===== src/hw/rtl/sstd_pkg.sv =====
// package for the seven-segment text display core
// types, action codes, font table; used by the cell and the top level
package sstd_pkg;

    localparam int MaxDigits = 8;
    localparam logic [7:0] DotBit = 8'h80;
    localparam logic [7:0] SegBits = 8'h7f;

    typedef enum logic [2:0] {
        ACT_WRITE = 3'd0,
        ACT_GLYPH = 3'd1,
        ACT_DOT   = 3'd2,
        ACT_CLEAR = 3'd3,
        ACT_CLRALL = 3'd4,
        ACT_PRINT = 3'd5,
        ACT_NOP6  = 3'd6,
        ACT_NOP7  = 3'd7
    } t_action;

    typedef enum logic [1:0] {
        ST_IDLE,
        ST_DIV,
        ST_EMIT,
        ST_OUT
    } t_state;

    typedef struct packed {
        logic [2:0]  action;
        logic [7:0]  char_code;
        logic [2:0]  position;
        logic        dot_on;
        logic [15:0] number_value;
        logic [4:0]  radix;
    } t_in_item;

    typedef struct packed {
        logic [63:0] display_image;
        logic [3:0]  cursor_pos;
    } t_out_item;

    // command broadcast to every digit cell
    typedef struct packed {
        logic       shift;   // take neighbor segments, keep dot
        logic       put;     // glyph write at selected cell
        logic       dot;     // dot write at selected cell
        logic       dot_val;
        logic       clr_seg;
        logic       clr_all;
        logic [2:0] sel;
        logic [7:0] glyph;
    } t_cell_cmd;

    function automatic logic [7:0] font(input logic [6:0] code);
        logic [7:0] f;
        case (code[6:3])
            4'd0: f = 8'h00;
            default: f = 8'h00;
        endcase
        case (code)
            7'h00: f = 8'h3F; 7'h01: f = 8'h06; 7'h02: f = 8'h5B; 7'h03: f = 8'h4F;
            7'h04: f = 8'h66; 7'h05: f = 8'h6D; 7'h06: f = 8'h7D; 7'h07: f = 8'h07;
            7'h08: f = 8'h7F; 7'h09: f = 8'h6F; 7'h0a: f = 8'h77; 7'h0b: f = 8'h7C;
            7'h0c: f = 8'h39; 7'h0d: f = 8'h5E; 7'h0e: f = 8'h79; 7'h0f: f = 8'h71;
            7'h10: f = 8'h01; 7'h11: f = 8'h02; 7'h12: f = 8'h04; 7'h13: f = 8'h08;
            7'h14: f = 8'h10; 7'h15: f = 8'h20; 7'h16: f = 8'h40; 7'h17: f = 8'h80;
            7'h18: f = 8'h11; 7'h19: f = 8'h22; 7'h1a: f = 8'h44; 7'h1b: f = 8'h88;
            7'h1c: f = 8'h11; 7'h1d: f = 8'h22; 7'h1e: f = 8'h44; 7'h1f: f = 8'h88;
            7'h2d: f = 8'h40;
            7'h30: f = 8'h3F; 7'h31: f = 8'h06; 7'h32: f = 8'h5B; 7'h33: f = 8'h4F;
            7'h34: f = 8'h66; 7'h35: f = 8'h6D; 7'h36: f = 8'h7D; 7'h37: f = 8'h07;
            7'h38: f = 8'h7F; 7'h39: f = 8'h6F;
            7'h41: f = 8'h77; 7'h42: f = 8'h7C; 7'h43: f = 8'h39; 7'h44: f = 8'h5E;
            7'h45: f = 8'h79; 7'h46: f = 8'h71; 7'h47: f = 8'h3D; 7'h48: f = 8'h76;
            7'h49: f = 8'h30; 7'h4a: f = 8'h0E; 7'h4c: f = 8'h38; 7'h4d: f = 8'h37;
            7'h4e: f = 8'h54; 7'h4f: f = 8'h3F; 7'h50: f = 8'h73; 7'h51: f = 8'h67;
            7'h52: f = 8'h50; 7'h53: f = 8'h6D; 7'h54: f = 8'h70; 7'h55: f = 8'h3E;
            7'h56: f = 8'h38; 7'h57: f = 8'h74; 7'h58: f = 8'h52; 7'h59: f = 8'h66;
            7'h5a: f = 8'h5B; 7'h5b: f = 8'h39; 7'h5d: f = 8'h0F; 7'h5f: f = 8'h08;
            7'h61: f = 8'h77; 7'h62: f = 8'h7C; 7'h63: f = 8'h58; 7'h64: f = 8'h5E;
            7'h65: f = 8'h79; 7'h66: f = 8'h71; 7'h67: f = 8'h6F; 7'h68: f = 8'h74;
            7'h69: f = 8'h10; 7'h6a: f = 8'h0E; 7'h6c: f = 8'h30; 7'h6d: f = 8'h37;
            7'h6e: f = 8'h54; 7'h6f: f = 8'h5C; 7'h70: f = 8'h73; 7'h71: f = 8'h67;
            7'h72: f = 8'h50; 7'h73: f = 8'h6D; 7'h74: f = 8'h70; 7'h75: f = 8'h1C;
            7'h76: f = 8'h38; 7'h77: f = 8'h74; 7'h78: f = 8'h52; 7'h79: f = 8'h6E;
            7'h7a: f = 8'h5B; 7'h7c: f = 8'h30;
            default: f = 8'h00;
        endcase
        return f;
    endfunction

endpackage


===== src/hw/rtl/sstd_cell.sv =====
// one display digit: segment and dot register
// depends on sstd_pkg for the cell command struct
module sstd_cell (
    input  logic                i_clk,
    input  logic                i_rst_n,
    input  logic [2:0]          i_index,
    input  logic                i_in_use,
    input  logic                i_shift_en,
    input  sstd_pkg::t_cell_cmd i_cmd,
    input  logic [6:0]          i_right_seg,
    output logic [7:0]          o_digit
);

    logic [7:0] r_digit;
    logic [7:0] n_digit;

    always_comb begin
        n_digit = r_digit;
        if (i_in_use) begin
            if (i_cmd.clr_all) begin
                n_digit = 8'h00;
            end else if (i_cmd.clr_seg) begin
                n_digit = r_digit & sstd_pkg::DotBit;
            end else if (i_cmd.shift && i_shift_en) begin
                n_digit = {r_digit[7], i_right_seg};
            end else if (i_cmd.put && i_cmd.sel == i_index) begin
                n_digit = (r_digit & sstd_pkg::DotBit) | i_cmd.glyph;
            end else if (i_cmd.dot && i_cmd.sel == i_index) begin
                n_digit = {i_cmd.dot_val, r_digit[6:0]};
            end
        end
    end

    always_ff @(posedge i_clk) begin
        if (!i_rst_n) begin
            r_digit <= 8'h00;
        end else begin
            r_digit <= n_digit;
        end
    end

    assign o_digit = r_digit;

endmodule


===== src/hw/rtl/sstd_radix_div.sv =====
// iterative radix digit extractor: one digit per pass, restoring division
// depends on no other file; does not use sstd_pkg
module sstd_radix_div (
    input  logic        i_clk,
    input  logic        i_rst_n,
    input  logic        i_start,
    input  logic [15:0] i_value,
    input  logic [4:0]  i_radix,
    output logic        o_done,
    output logic [3:0]  o_rem,
    output logic [15:0] o_quot
);

    logic [15:0] r_q;
    logic [4:0]  r_rem;
    logic [4:0]  r_cnt;
    logic        r_busy;
    logic [5:0]  w_trial;
    logic [4:0]  n_rem;

    always_comb begin
        w_trial = {r_rem, r_q[15]};
        n_rem = w_trial[4:0];
        if (w_trial >= {1'b0, i_radix}) begin
            n_rem = 5'(w_trial - {1'b0, i_radix});
        end
    end

    always_ff @(posedge i_clk) begin
        if (!i_rst_n) begin
            r_busy <= 1'b0;
            r_cnt  <= 5'd0;
        end else if (i_start) begin
            r_busy <= 1'b1;
            r_cnt  <= 5'd0;
        end else if (r_busy) begin
            r_cnt <= r_cnt + 5'd1;
            if (r_cnt == 5'd15) begin
                r_busy <= 1'b0;
            end
        end
    end

    always_ff @(posedge i_clk) begin
        if (i_start) begin
            r_q   <= i_value;
            r_rem <= 5'd0;
        end else if (r_busy) begin
            r_q   <= {r_q[14:0], (w_trial >= {1'b0, i_radix})};
            r_rem <= n_rem;
        end
    end

    assign o_done = r_busy && r_cnt == 5'd15;
    // results valid in the cycle after o_done
    assign o_rem  = r_rem[3:0];
    assign o_quot = r_q;

endmodule


===== src/hw/rtl/seven_segment_text_display_core.sv =====
// top level of the seven-segment text display core
// depends on sstd_pkg, sstd_cell, sstd_radix_div
//
// usage:
//   i_cfg_valid/o_cfg_ready write digits_in_use (4 bits); ready is always high.
//   i_in_valid/o_in_ready take one action item (t_in_item).
//   o_out_valid/i_out_ready deliver the display image and cursor per item.
// simple actions give a registered result in the cycle after acceptance.
//   print takes digits_in_use passes of the radix divider (one quotient bit
//   per cycle), then one emit step per digit and a final output state.
// throughput: one item at a time; a new item is taken once the previous
//   result has left the output register, so a stalled receiver holds input.
// the digits are a row of cells; a scroll moves segments one cell left
//   from neighbor to neighbor, dots stay in place.
// reset: all digits zero, cursor zero, digits_in_use 8, output empty.
module seven_segment_text_display_core (
    input  logic                i_clk,
    input  logic                i_rst_n,
    input  logic                i_cfg_valid,
    output logic                o_cfg_ready,
    input  logic [3:0]          i_cfg_data,
    input  logic                i_in_valid,
    output logic                o_in_ready,
    input  sstd_pkg::t_in_item  i_in_item,
    output logic                o_out_valid,
    input  logic                i_out_ready,
    output sstd_pkg::t_out_item o_out_item
);

    localparam int Nd = sstd_pkg::MaxDigits;

    sstd_pkg::t_state    r_state, n_state;
    logic [3:0]          r_diu;
    logic [3:0]          r_cursor, n_cursor;
    logic [3:0]          w_used;
    logic [7:0]          w_digit [Nd];
    sstd_pkg::t_cell_cmd w_cmd;
    logic                r_out_valid;
    logic [3:0]          r_stack [Nd];
    logic [3:0]          r_idx;
    logic                r_started;
    logic [4:0]          r_radix;
    logic                w_div_start, w_div_done, r_div_fin;
    logic [3:0]          w_rem;
    logic [15:0]         w_quot;
    logic                w_take;
    logic                w_wr;
    logic [6:0]          w_wr_code;
    logic [63:0]         w_image;

    assign o_cfg_ready = 1'b1;
    always_ff @(posedge i_clk) begin
        if (!i_rst_n) begin
            r_diu <= 4'd8;
        end else if (i_cfg_valid) begin
            r_diu <= i_cfg_data;
        end
    end

    always_comb begin
        w_used = r_diu;
        if (r_diu == 4'd0) w_used = 4'd1;
        if (r_diu > 4'(Nd)) w_used = 4'(Nd);
    end

    assign o_in_ready = (r_state == sstd_pkg::ST_IDLE) && !r_out_valid;
    assign w_take = i_in_valid && o_in_ready;

    always_comb begin
        n_state = r_state;
        case (r_state)
            sstd_pkg::ST_IDLE: begin
                if (w_take && i_in_item.action == sstd_pkg::ACT_PRINT) n_state = sstd_pkg::ST_DIV;
            end
            sstd_pkg::ST_DIV: begin
                if (r_div_fin && r_idx == w_used - 4'd1) n_state = sstd_pkg::ST_EMIT;
            end
            sstd_pkg::ST_EMIT: begin
                if (r_idx == 4'd0) n_state = sstd_pkg::ST_OUT;
            end
            sstd_pkg::ST_OUT: n_state = sstd_pkg::ST_IDLE;
            default: n_state = sstd_pkg::ST_IDLE;
        endcase
    end

    always_ff @(posedge i_clk) begin
        if (!i_rst_n) begin
            r_state <= sstd_pkg::ST_IDLE;
        end else begin
            r_state <= n_state;
        end
    end

    // divider sequencing; each later pass divides the previous quotient
    assign w_div_start = (w_take && i_in_item.action == sstd_pkg::ACT_PRINT) ||
                         (r_state == sstd_pkg::ST_DIV && r_div_fin && r_idx != w_used - 4'd1);

    sstd_radix_div u_div (
        .i_clk   (i_clk),
        .i_rst_n (i_rst_n),
        .i_start (w_div_start),
        .i_value (w_take ? i_in_item.number_value : w_quot),
        .i_radix (w_take ? (i_in_item.radix < 5'd2 ? 5'd2 :
                            (i_in_item.radix > 5'd16 ? 5'd16 : i_in_item.radix)) : r_radix),
        .o_done  (w_div_done),
        .o_rem   (w_rem),
        .o_quot  (w_quot)
    );

    always_ff @(posedge i_clk) begin
        if (!i_rst_n) begin
            r_div_fin <= 1'b0;
            r_idx     <= 4'd0;
            r_started <= 1'b0;
        end else begin
            r_div_fin <= w_div_done;
            if (w_take) begin
                r_idx     <= 4'd0;
                r_started <= 1'b0;
            end else if (r_state == sstd_pkg::ST_DIV && r_div_fin) begin
                if (r_idx != w_used - 4'd1) r_idx <= r_idx + 4'd1;
            end else if (r_state == sstd_pkg::ST_EMIT) begin
                if (r_stack[r_idx[2:0]] != 4'd0) r_started <= 1'b1;
                if (r_idx != 4'd0) r_idx <= r_idx - 4'd1;
            end
        end
    end

    always_ff @(posedge i_clk) begin
        if (w_take) begin
            r_radix <= i_in_item.radix < 5'd2 ? 5'd2 :
                       (i_in_item.radix > 5'd16 ? 5'd16 : i_in_item.radix);
        end else if (r_state == sstd_pkg::ST_DIV && r_div_fin) begin
            r_stack[r_idx[2:0]] <= w_rem;
        end
    end

    // write-at-cursor request, from an item or from the print sequencer
    always_comb begin
        w_wr = 1'b0;
        w_wr_code = i_in_item.char_code[6:0];
        if (w_take && i_in_item.action == sstd_pkg::ACT_WRITE) begin
            w_wr = 1'b1;
        end else if (r_state == sstd_pkg::ST_EMIT) begin
            w_wr_code = {3'd0, r_stack[r_idx[2:0]]};
            w_wr = r_started || r_stack[r_idx[2:0]] != 4'd0 || r_idx == 4'd0;
        end
    end

    always_comb begin
        w_cmd = '0;
        w_cmd.glyph = sstd_pkg::font(w_wr_code);
        n_cursor = r_cursor;
        if (w_wr) begin
            if (r_cursor >= w_used) begin
                w_cmd.shift = 1'b1;
            end else begin
                w_cmd.put = 1'b1;
                w_cmd.sel = r_cursor[2:0];
                n_cursor = r_cursor + 4'd1;
            end
        end else if (w_take) begin
            case (i_in_item.action)
                sstd_pkg::ACT_GLYPH: begin
                    w_cmd.put = 1'b1;
                    w_cmd.sel = i_in_item.position;
                    w_cmd.glyph = sstd_pkg::font(i_in_item.char_code[6:0]);
                end
                sstd_pkg::ACT_DOT: begin
                    w_cmd.dot = 1'b1;
                    w_cmd.sel = i_in_item.position;
                    w_cmd.dot_val = i_in_item.dot_on;
                end
                sstd_pkg::ACT_CLEAR, sstd_pkg::ACT_PRINT: begin
                    w_cmd.clr_seg = 1'b1;
                    n_cursor = 4'd0;
                end
                sstd_pkg::ACT_CLRALL: begin
                    w_cmd.clr_all = 1'b1;
                    n_cursor = 4'd0;
                end
                default: ;
            endcase
        end
    end

    always_ff @(posedge i_clk) begin
        if (!i_rst_n) begin
            r_cursor <= 4'd0;
        end else begin
            r_cursor <= n_cursor;
        end
    end

    // cell row; the last digit in use takes the new glyph on a scroll
    for (genvar g = 0; g < Nd; g++) begin : g_cell
        sstd_pkg::t_cell_cmd w_c;
        logic [6:0] w_right;
        logic w_last;
        assign w_last = (4'(g) == w_used - 4'd1);
        always_comb begin
            w_c = w_cmd;
            if (w_cmd.shift && w_last) begin
                w_c.shift = 1'b0;
                w_c.put = 1'b1;
                w_c.sel = 3'(g);
            end
        end
        if (g == Nd - 1) begin : g_end
            assign w_right = 7'd0;
        end else begin : g_mid
            assign w_right = w_digit[g + 1][6:0];
        end
        sstd_cell u_cell (
            .i_clk       (i_clk),
            .i_rst_n     (i_rst_n),
            .i_index     (3'(g)),
            .i_in_use    (4'(g) < w_used),
            .i_shift_en  (!w_last),
            .i_cmd       (w_c),
            .i_right_seg (w_right),
            .o_digit     (w_digit[g])
        );
        assign w_image[8*g +: 8] = w_digit[g];
    end

    always_ff @(posedge i_clk) begin
        if (!i_rst_n) begin
            r_out_valid <= 1'b0;
        end else if (o_out_valid && i_out_ready) begin
            r_out_valid <= 1'b0;
        end else if ((w_take && i_in_item.action != sstd_pkg::ACT_PRINT) ||
                     r_state == sstd_pkg::ST_OUT) begin
            r_out_valid <= 1'b1;
        end
    end

    assign o_out_valid = r_out_valid;
    assign o_out_item.display_image = w_image;
    assign o_out_item.cursor_pos = r_cursor;

    a_no_take_busy: assert property (@(posedge i_clk) disable iff (!i_rst_n)
        r_out_valid |-> !o_in_ready) else $error("input taken while result pending");
    a_cursor_range: assert property (@(posedge i_clk) disable iff (!i_rst_n)
        r_cursor <= 4'(Nd)) else $error("cursor out of range");
    a_print_out: assert property (@(posedge i_clk) disable iff (!i_rst_n)
        r_state == sstd_pkg::ST_OUT |=> r_out_valid) else $error("print result lost");

endmodule

===== config.mk =====
export PLATFORM = sky130hd
export DESIGN_NAME = seven_segment_text_display_core
export DESIGN_NICKNAME = d
export VERILOG_FILES = /design/src/hw/rtl/sstd_pkg.sv /design/src/hw/rtl/sstd_cell.sv /design/src/hw/rtl/sstd_radix_div.sv /design/src/hw/rtl/seven_segment_text_display_core.sv
export SDC_FILE = /design/constraint.sdc
export NUM_CORES = 1
export LEC_CHECK = 0
export ABC_CLOCK_PERIOD_IN_PS = 6900
export BUFFER_PORTS_ARGS = -buffer_cell sky130_fd_sc_hd__buf_2
export CORE_MARGIN = 2
export CORE_UTILIZATION = 30
export CTS_CLUSTER_DIAMETER = 150
export DETAILED_ROUTE_END_ITERATION = 10
export GPL_TIMING_DRIVEN = 0
export PLACE_DENSITY = 0.52
export SYNTH_ARGS = -nofsm -noshare
export SYNTH_HDL_FRONTEND = slang
export SYNTH_SLANG_ARGS = --single-unit

===== constraint.sdc =====
create_clock -name i_clk -period 6.9 [get_ports i_clk]
set_clock_uncertainty 0.15 [all_clocks]
set_input_delay 1.035 -clock i_clk [delete_from_list [all_inputs] [get_ports i_clk]]
set_output_delay 1.035 -clock i_clk [all_outputs]
set_load 0.1 [all_outputs]

## After elaboration in Yosys (flattened, before gate mapping)

Memory sizes are Yosys's and may differ from the RTL's. A register that Yosys moved wholly into a read port is not among the register bits.
Index checks and enable logic that the tools add are counted.

- Bitwise operators: 10
- Equality and inequality tests: 41
- $lt $le $gt $ge: 13
- Mux-type cells: 104
- $add $sub $neg: 6
- Reductions and logical operators: 111

Operators by type and width:

| kind | count |
|---|---|
| $mux W8 | 42 |
| $mux W16 | 4 |
| $or A8 B8 Y8 | 8 |
| $mux W4 | 11 |
| $logic_and A1 B1 Y1 | 42 |
| $reduce_bool A4 Y1 | 10 |
| $mux W3 | 13 |
| $reduce_and A4 Y1 | 8 |
| $mux W2 | 12 |
| $ne A2 B2 Y1 const B | 12 |
| $reduce_bool A3 Y1 | 8 |
| $mux W5 | 4 |
| $eq A3 B3 Y1 const B | 6 |
| $reduce_and A2 Y1 | 9 |
| $eq A3 B4 Y1 const A | 4 |
| $lt A3 B4 Y1 const A | 4 |
| $mux W1 | 15 |
| $mux W7 | 2 |
| $eq A3 B2 Y1 const B | 4 |
| $logic_not A4 Y1 | 3 |
| $reduce_and A3 Y1 | 4 |
| $reduce_bool A2 Y1 | 5 |
| $reduce_or A2 Y1 | 5 |
| $logic_not A1 Y1 | 9 |
| other kinds (27) | 41 |

- Bits in registers: 113
- ROM bits: 2048
- Memories: 3
- Input bits: 45
- Memory bits (writable): 32

Memories:

| name | words | width | rd ports | clocked after memory_dff | wr ports | line | source |
|---|---|---|---|---|---|---|---|
| (name not given) | 128 | 8 | 1 | 0 | 0 | sstd_pkg.sv:59 | `case (code)` |
| (name not given) | 128 | 8 | 1 | 0 | 0 | sstd_pkg.sv:59 |  |
| r_stack | 8 | 4 | 1 | 1 | 1 | seven_segment_text_display_core.sv:39 | `logic [3:0] r_stack [Nd];` |

## Logic depth before layout (Yosys ltp)

An unclocked memory read counts as a cell.

- Depth after elaboration: 17
- Depth in mapped cells: 17
- Mapped depth without buffers: 15

## Hierarchy

Synthesis repeated with hierarchy kept, for this count alone.

- Cells, all modules: 1283
- Area total of the unflattened synthesis: 11591.1 µm²

By module, submodules not included:

| module | area an instance (µm²) | cells an instance | times used | sequential area each (µm²) |
|---|---|---|---|---|
| seven_segment_text_display_core | 6257.3 | 826 | 1 | 1461.4 |
| sstd_cell | 488.0 | 42 | 8 | 160.2 |
| sstd_radix_div | 1430.1 | 121 | 1 | 700.7 |

## Least setup slack after synthesis

Ideal clock, no wire load.

- Path type: in2reg
- From: input i_in_item[35] (netlist bit)
- To: register g_cell[0].u_cell.r_digit[4]
- Required time: 6.687 ns
- Setup time: 0.063 ns
- Stages: 13
- Setup slack: 2.707 ns
- Path buffers: 3
- Data arrival time: 3.981 ns
- Path through: clkbuf_1 > o41a_1 > buf_2 > mux2_2 > inv_2 > ha_1 > clkbuf_1 > nor3b_1 > mux2_2 > o311a_1 > a311oi_2 > a22oi_1 > nand2_1

- Word-level cells in the longest chain between the ends: 12

RTL lines:

| element | line | source |
|---|---|---|
| start, declared | seven_segment_text_display_core.sv:24 | `input sstd_pkg::t_in_item i_in_item,` |
| $logic_not A3 Y1, or another cell as far along | seven_segment_text_display_core.sv:142 | `if (w_take && i_in_item.action == sstd_pkg::ACT_WRITE) begin` |
| $logic_and A1 B1 Y1 / $reduce_or A2 Y1 (equally long branches) | n/a |  |
| $mux W7, or another cell as far along | seven_segment_text_display_core.sv:142 |  |
| $mem_v2 Z128 W8, or another cell as far along | n/a |  |
| $mux W8, or another cell as far along | seven_segment_text_display_core.sv:163 | `case (i_in_item.action)` |
| $mux W16 / $mux W3 (equally long branches) | seven_segment_text_display_core.sv:162, seven_segment_text_display_core.sv:203 |  |
| $mux W8 / $logic_not A3 Y1 (equally long branches) | seven_segment_text_display_core.sv:154, sstd_cell.sv:26 |  |
| $or A8 B8 Y8 / $logic_and A1 B1 Y1 (equally long branches) | sstd_cell.sv:27, sstd_cell.sv:26 |  |
| $mux W8 | sstd_cell.sv:26 | `end else if (i_cmd.put && i_cmd.sel == i_index) begin` |
| $mux W8 | sstd_cell.sv:24 | `end else if (i_cmd.shift && i_shift_en) begin` |
| $mux W8 | sstd_cell.sv:22 | `end else if (i_cmd.clr_seg) begin` |
| $mux W8 | sstd_cell.sv:20 | `if (i_cmd.clr_all) begin` |
| end signal, assigned | sstd_cell.sv:38 | `r_digit <= n_digit;` |
| end, declared | sstd_cell.sv:14 | `logic [7:0] r_digit;` |

Parallel ways exist; a longest one is shown, timed or not. The select of a mux whose other input is x is not followed.
A chain may end at the register's enable or synchronous reset.

## Worst setup path after layout

- From: register r_state[0]
- To: register g_cell[0].u_cell.r_digit[4]

- Word-level cells in the longest chain between the ends: 14

RTL lines:

| element | line | source |
|---|---|---|
| start, declared | seven_segment_text_display_core.sv:32 | `sstd_pkg::t_state r_state, n_state;` |
| start signal, assigned | seven_segment_text_display_core.sv:88 | `r_state <= sstd_pkg::ST_IDLE;` |
| start signal, assigned | seven_segment_text_display_core.sv:90 | `r_state <= n_state;` |
| $logic_not A2 Y1 | seven_segment_text_display_core.sv:66 | `assign o_in_ready = (r_state == sstd_pkg::ST_IDLE) && !r_out_valid;` |
| $logic_and A1 B1 Y1 | seven_segment_text_display_core.sv:66 |  |
| $logic_and A1 B1 Y1 | seven_segment_text_display_core.sv:67 | `assign w_take = i_in_valid && o_in_ready;` |
| $logic_and A1 B1 Y1 | seven_segment_text_display_core.sv:142 |  |
| $mux W7 / $mux W1 (equally long branches) | seven_segment_text_display_core.sv:142 |  |
| $mem_v2 Z128 W8 / $mux W1 (equally long branches) | n/a |  |
| $mux W8 / $logic_and A1 B1 Y1 (equally long branches) | seven_segment_text_display_core.sv:163, seven_segment_text_display_core.sv:203 |  |
| $mux W16 / $mux W3 (equally long branches) | seven_segment_text_display_core.sv:162, seven_segment_text_display_core.sv:203 |  |
| $mux W8 / $logic_not A3 Y1 (equally long branches) | seven_segment_text_display_core.sv:154, sstd_cell.sv:26 |  |
| $or A8 B8 Y8 / $logic_and A1 B1 Y1 (equally long branches) | sstd_cell.sv:27, sstd_cell.sv:26 |  |
| $mux W8 | sstd_cell.sv:26 |  |
| $mux W8 | sstd_cell.sv:24 |  |
| $mux W8 | sstd_cell.sv:22 |  |
| $mux W8 | sstd_cell.sv:20 |  |

Parallel ways exist; a longest one is shown, timed or not. The select of a mux whose other input is x is not followed.

==> impl_results.md <==
- Status: complete, no violations
- Pin count of the biggest net entering global routing: 17
- Post-synth top area cell: dfxtp_1
- Arrival @ worst endpoint: 5.10 ns
- Worst Max-Slew Pin Slew: 1.110 ns
- Psw: 0.001134 W
- Combinational share of power: 0.329
- Worst VDD drop: 0.0002103 V
- PnR Total Power: 0.002914 W
- Storage element area: 0.003443 sq mm
- Unique masters post-synth: 100
- Synth Instances: 1200
- HP Class: register to register
- Sequential area share after synthesis: 0.3366
- Post-CTS sizing: 0
- CP peak stage delay: 0.73 ns
- Post-Syn Area: 0.01023 sq mm
- All-Layer GR Usage: 0.2093
- Yosys warns: 0
- P per Cell Area: 244.7 mW/mm^2
- RSZ-0062 raised after global routing: false
- F_max: 205.2 MHz
- Chip Width: 188.7 um
- Clk slew on worst S/H paths: 0.07 ns
- CP cell instances: inv_1 > ha_1 > clkbuf_1 > o41a_1 > buf_2 > mux2i_4 > inv_1 > ha_1 > clkbuf_1 > a31oi_1 > o32a_1 > o311ai_0 > o311a_1 > a311oi_2 > a22oi_1 > nand2_1
- IO buf count: 109
- Fillers: 3573
- Critical Path RT: 7.13 ns
- Total setup buffers inserted after CTS: 0
- CTS tree: built
- Multi-input logic area: 0.006279 sq mm
- Endpoints failing hold: 0
- WL final: 37410 um
- Register share of total power: 0.354
- DR DRC count: 0
- Finish-stage setup viols: 0
- Longest Clk Path Bufs: 2
- DRT Pass-1 Iters: 7
- Top-area cell type share of the netlist area: 0.1957
- RePlAce Congestion: 0.9285
- DR vias: 10190
- First-pass GRT wire length: 58320 um
- Synth Area per Inst: 8.526 sq um
- Ys async rst share: 0
- CP Max Fanout: 9
- Pins Over Slew Limit: 0
- Leakage power: 4.696 nW
- Slowest CP cell: a311oi_2
- Core area: 0.03353 sq mm
- Synthesized flop and latch total: 148
- Dpl hpwl: 28010 um
- CP Launch Type: register
- EDFF count, synth: 48
- H-tree levels: 4
- Max-cap violations: 0
- Gr ovfl total: 0
- Worst slew margin: 0.2553
- Placed Area: 0.01134 sq mm
- Minimum clock period: 4.874 ns
- Antenna-violating nets left: 0
- Tcrit/Tclk final: 0.7064
- Crit. End Element: register
- Starting DRT DRC Count: 1014
- Clock share of power: 0.318
- Top cells by area, synth: dfxtp_1, edfxtp_1, ha_1
- Final instance area: 0.01191 sq mm
- Starting Density: 0.3051
- Routed len/inst: 20.91 um
- Layout area overhead: 16.41%
- Root Buffer Master: clkbuf_16
- Via density: 5.695
- Sw Share: 0.3891
- Standard-cell rows: 67
- Post-synth top flop: dfxtp_1
- Hold_buf cts: 0
- Antenna violations before repair: 2
- Total Negative Setup Slacks: 0 ns
- Die ar.: 0.03560 sq mm
- Die Ht: 188.7 um
- Share of cells above drive strength 1: 0.1499
- Vias in the first global route: 9882
- Num CTS Buffers: 17
- Net Count, Synth: 1295
- Diodes inserted: 0
- Final #Nets: 1423
- Setup Crit Path Kind: register to register
- I/O pins: 116
- Internal power: 0.001780 W
- Clock latency on the worst-skew pair: 0.44 ns
- Clock Sinks: 148
- Core Util, Final: 0.3552
[placed cells by master, fill, tap and decap left out, types with 24 or more instances in the layout]
master,count
inv_1,35
and2_1,33
mux2i_1,24
clkbuf_1,66
nor3_1,26
a21oi_1,63
dfxtp_1,100
nor2_1,88
nand3_1,28
o21ai_0,62
nand2_1,149
a211oi_1,28
buf_2,119
ha_1,48
edfxtp_1,48
[area by class of cell]
class | count | area share
Sequential cell | 148 | 0.2891
Timing Repair Buffer | 109 | 0.04580
Clock inverter | 14 | 0.01208
Buffer | 86 | 0.03047
Multi-Input combinational cell | 927 | 0.5272
Inverter | 39 | 0.01229
Tap cell | 448 | 0.04706
Clock buffer | 18 | 0.03603
[through the flow]
step / hold WS, ns / setup slack (ns) / std cells
2_1_floorplan: 0.2728 / 2.707 / 1200
3_3_place_gp: 0.2750 / 1.653 / 1757
3_5_place_dp: 0.2863 / 1.680 / 1757
4_1_cts: 0.2961 / 2.028 / 1789
5_1_grt: 0.3216 / 1.664 / 1789
6_report: 0.2914 / 2.026 / 1789
[flip-flops by register name (all words and copies together) (netlist names), named ones only]
register               cells
u_div.r_rem                5
r_diu                      4
r_stack                   32
r_state                    2
r_radix                    5
r_div_fin                  1
u_div.r_cnt                5
u_div.o_quot              16
o_out_valid                1
g_cell.u_cell.o_digit     64
u_div.r_busy               1
r_cursor                   4
r_started                  1
r_idx                      4
[final timing paths]
check	slack, ns	cells past startpoint	to	start
worst max register to register	2.03	16	g_cell[0].u_cell.o_digit[4]	r_state[0]
worst max-delay path	2.03	16	g_cell[0].u_cell.o_digit[4]	r_state[0]
worst min-delay path	0.29	2	g_cell[0].u_cell.o_digit[4]	g_cell[0].u_cell.o_digit[4]
worst min register to register	0.29	2	g_cell[0].u_cell.o_digit[4]	g_cell[0].u_cell.o_digit[4]
[critical path: cells and delay by family, from the launching register on]
family / cells / cell delay (ns)
buf+inv: 5 / 1.33
flops: 1 / 0.35
mux: 1 / 0.46
fa+ha+maj: 2 / 0.42
compound gates: 7 / 1.98
simple gates: 1 / 0.11
[power by group through the flow]
stage	clock, W	sequential (W)	combinational (W)
after global routing	0.000981	0.00104	0.00104
after global placement	0	0.00105	0.000943
after detailed placement	0	0.00105	0.000939
final	0.000926	0.00103	0.000958
after CTS	0.000942	0.00103	0.000944
after floorplan	0	0.00112	0.000606
[metal layers]
metal  share of wire  global-route usage  wire length [um]  vias up
met2            0.43              0.3138             16250      510
li1                -                   -                 -     4775
met4           0.028             0.07332              1034        2
met3           0.083             0.04228              3117       90
met5         0.00032                   0                12        -
met1            0.45              0.2975             16990     4811
[cells by family (layout without fill, tap and decap cells)]
kind of cell | count (synthesis) | after routing | share of synthesized area
DFF | 148 | 148 | 0.3366
AOI/OAI and AO/OA | 392 | 392 | 0.2788
buffers and inverters | 125 | 266 | 0.04977
and+or+nand+nor | 424 | 424 | 0.2008
other | 1 | 1 | 0.0003665
xor gates and xnor gates | 18 | 18 | 0.01541
adders and majority gates | 50 | 50 | 0.06262
muxes | 42 | 42 | 0.05564
[synthesized netlist by cell type (6+ instances only)]
| cell | number |
|---|---|
| dfxtp_1 | 100 |
| o311ai_0 | 7 |
| o21ai_1 | 11 |
| nor3_1 | 26 |
| o211ai_1 | 20 |
| nor3b_1 | 6 |
| o22ai_1 | 7 |
| clkbuf_1 | 65 |
| xnor2_1 | 12 |
| ha_1 | 48 |
| mux2i_1 | 24 |
| a211oi_1 | 28 |
| a21oi_1 | 63 |
| xor2_1 | 6 |
| and2_1 | 33 |
| a221o_1 | 23 |
| nand2b_1 | 21 |
| nand2_1 | 149 |
| a31oi_1 | 17 |
| nand3_1 | 28 |
| nand4_1 | 6 |
| inv_1 | 35 |
| edfxtp_1 | 48 |
| nor2_1 | 88 |
| mux4_2 | 10 |
| and3_1 | 13 |
| or3_1 | 9 |
| a22oi_1 | 23 |
| o21ai_0 | 62 |
| nor2b_1 | 18 |
| a311oi_1 | 7 |
| o21a_1 | 7 |
| a22o_1 | 9 |
| a21o_1 | 16 |
| o2111ai_1 | 8 |
| buf_2 | 10 |
| o221ai_1 | 13 |
Power figures use the tool's default switching activity.
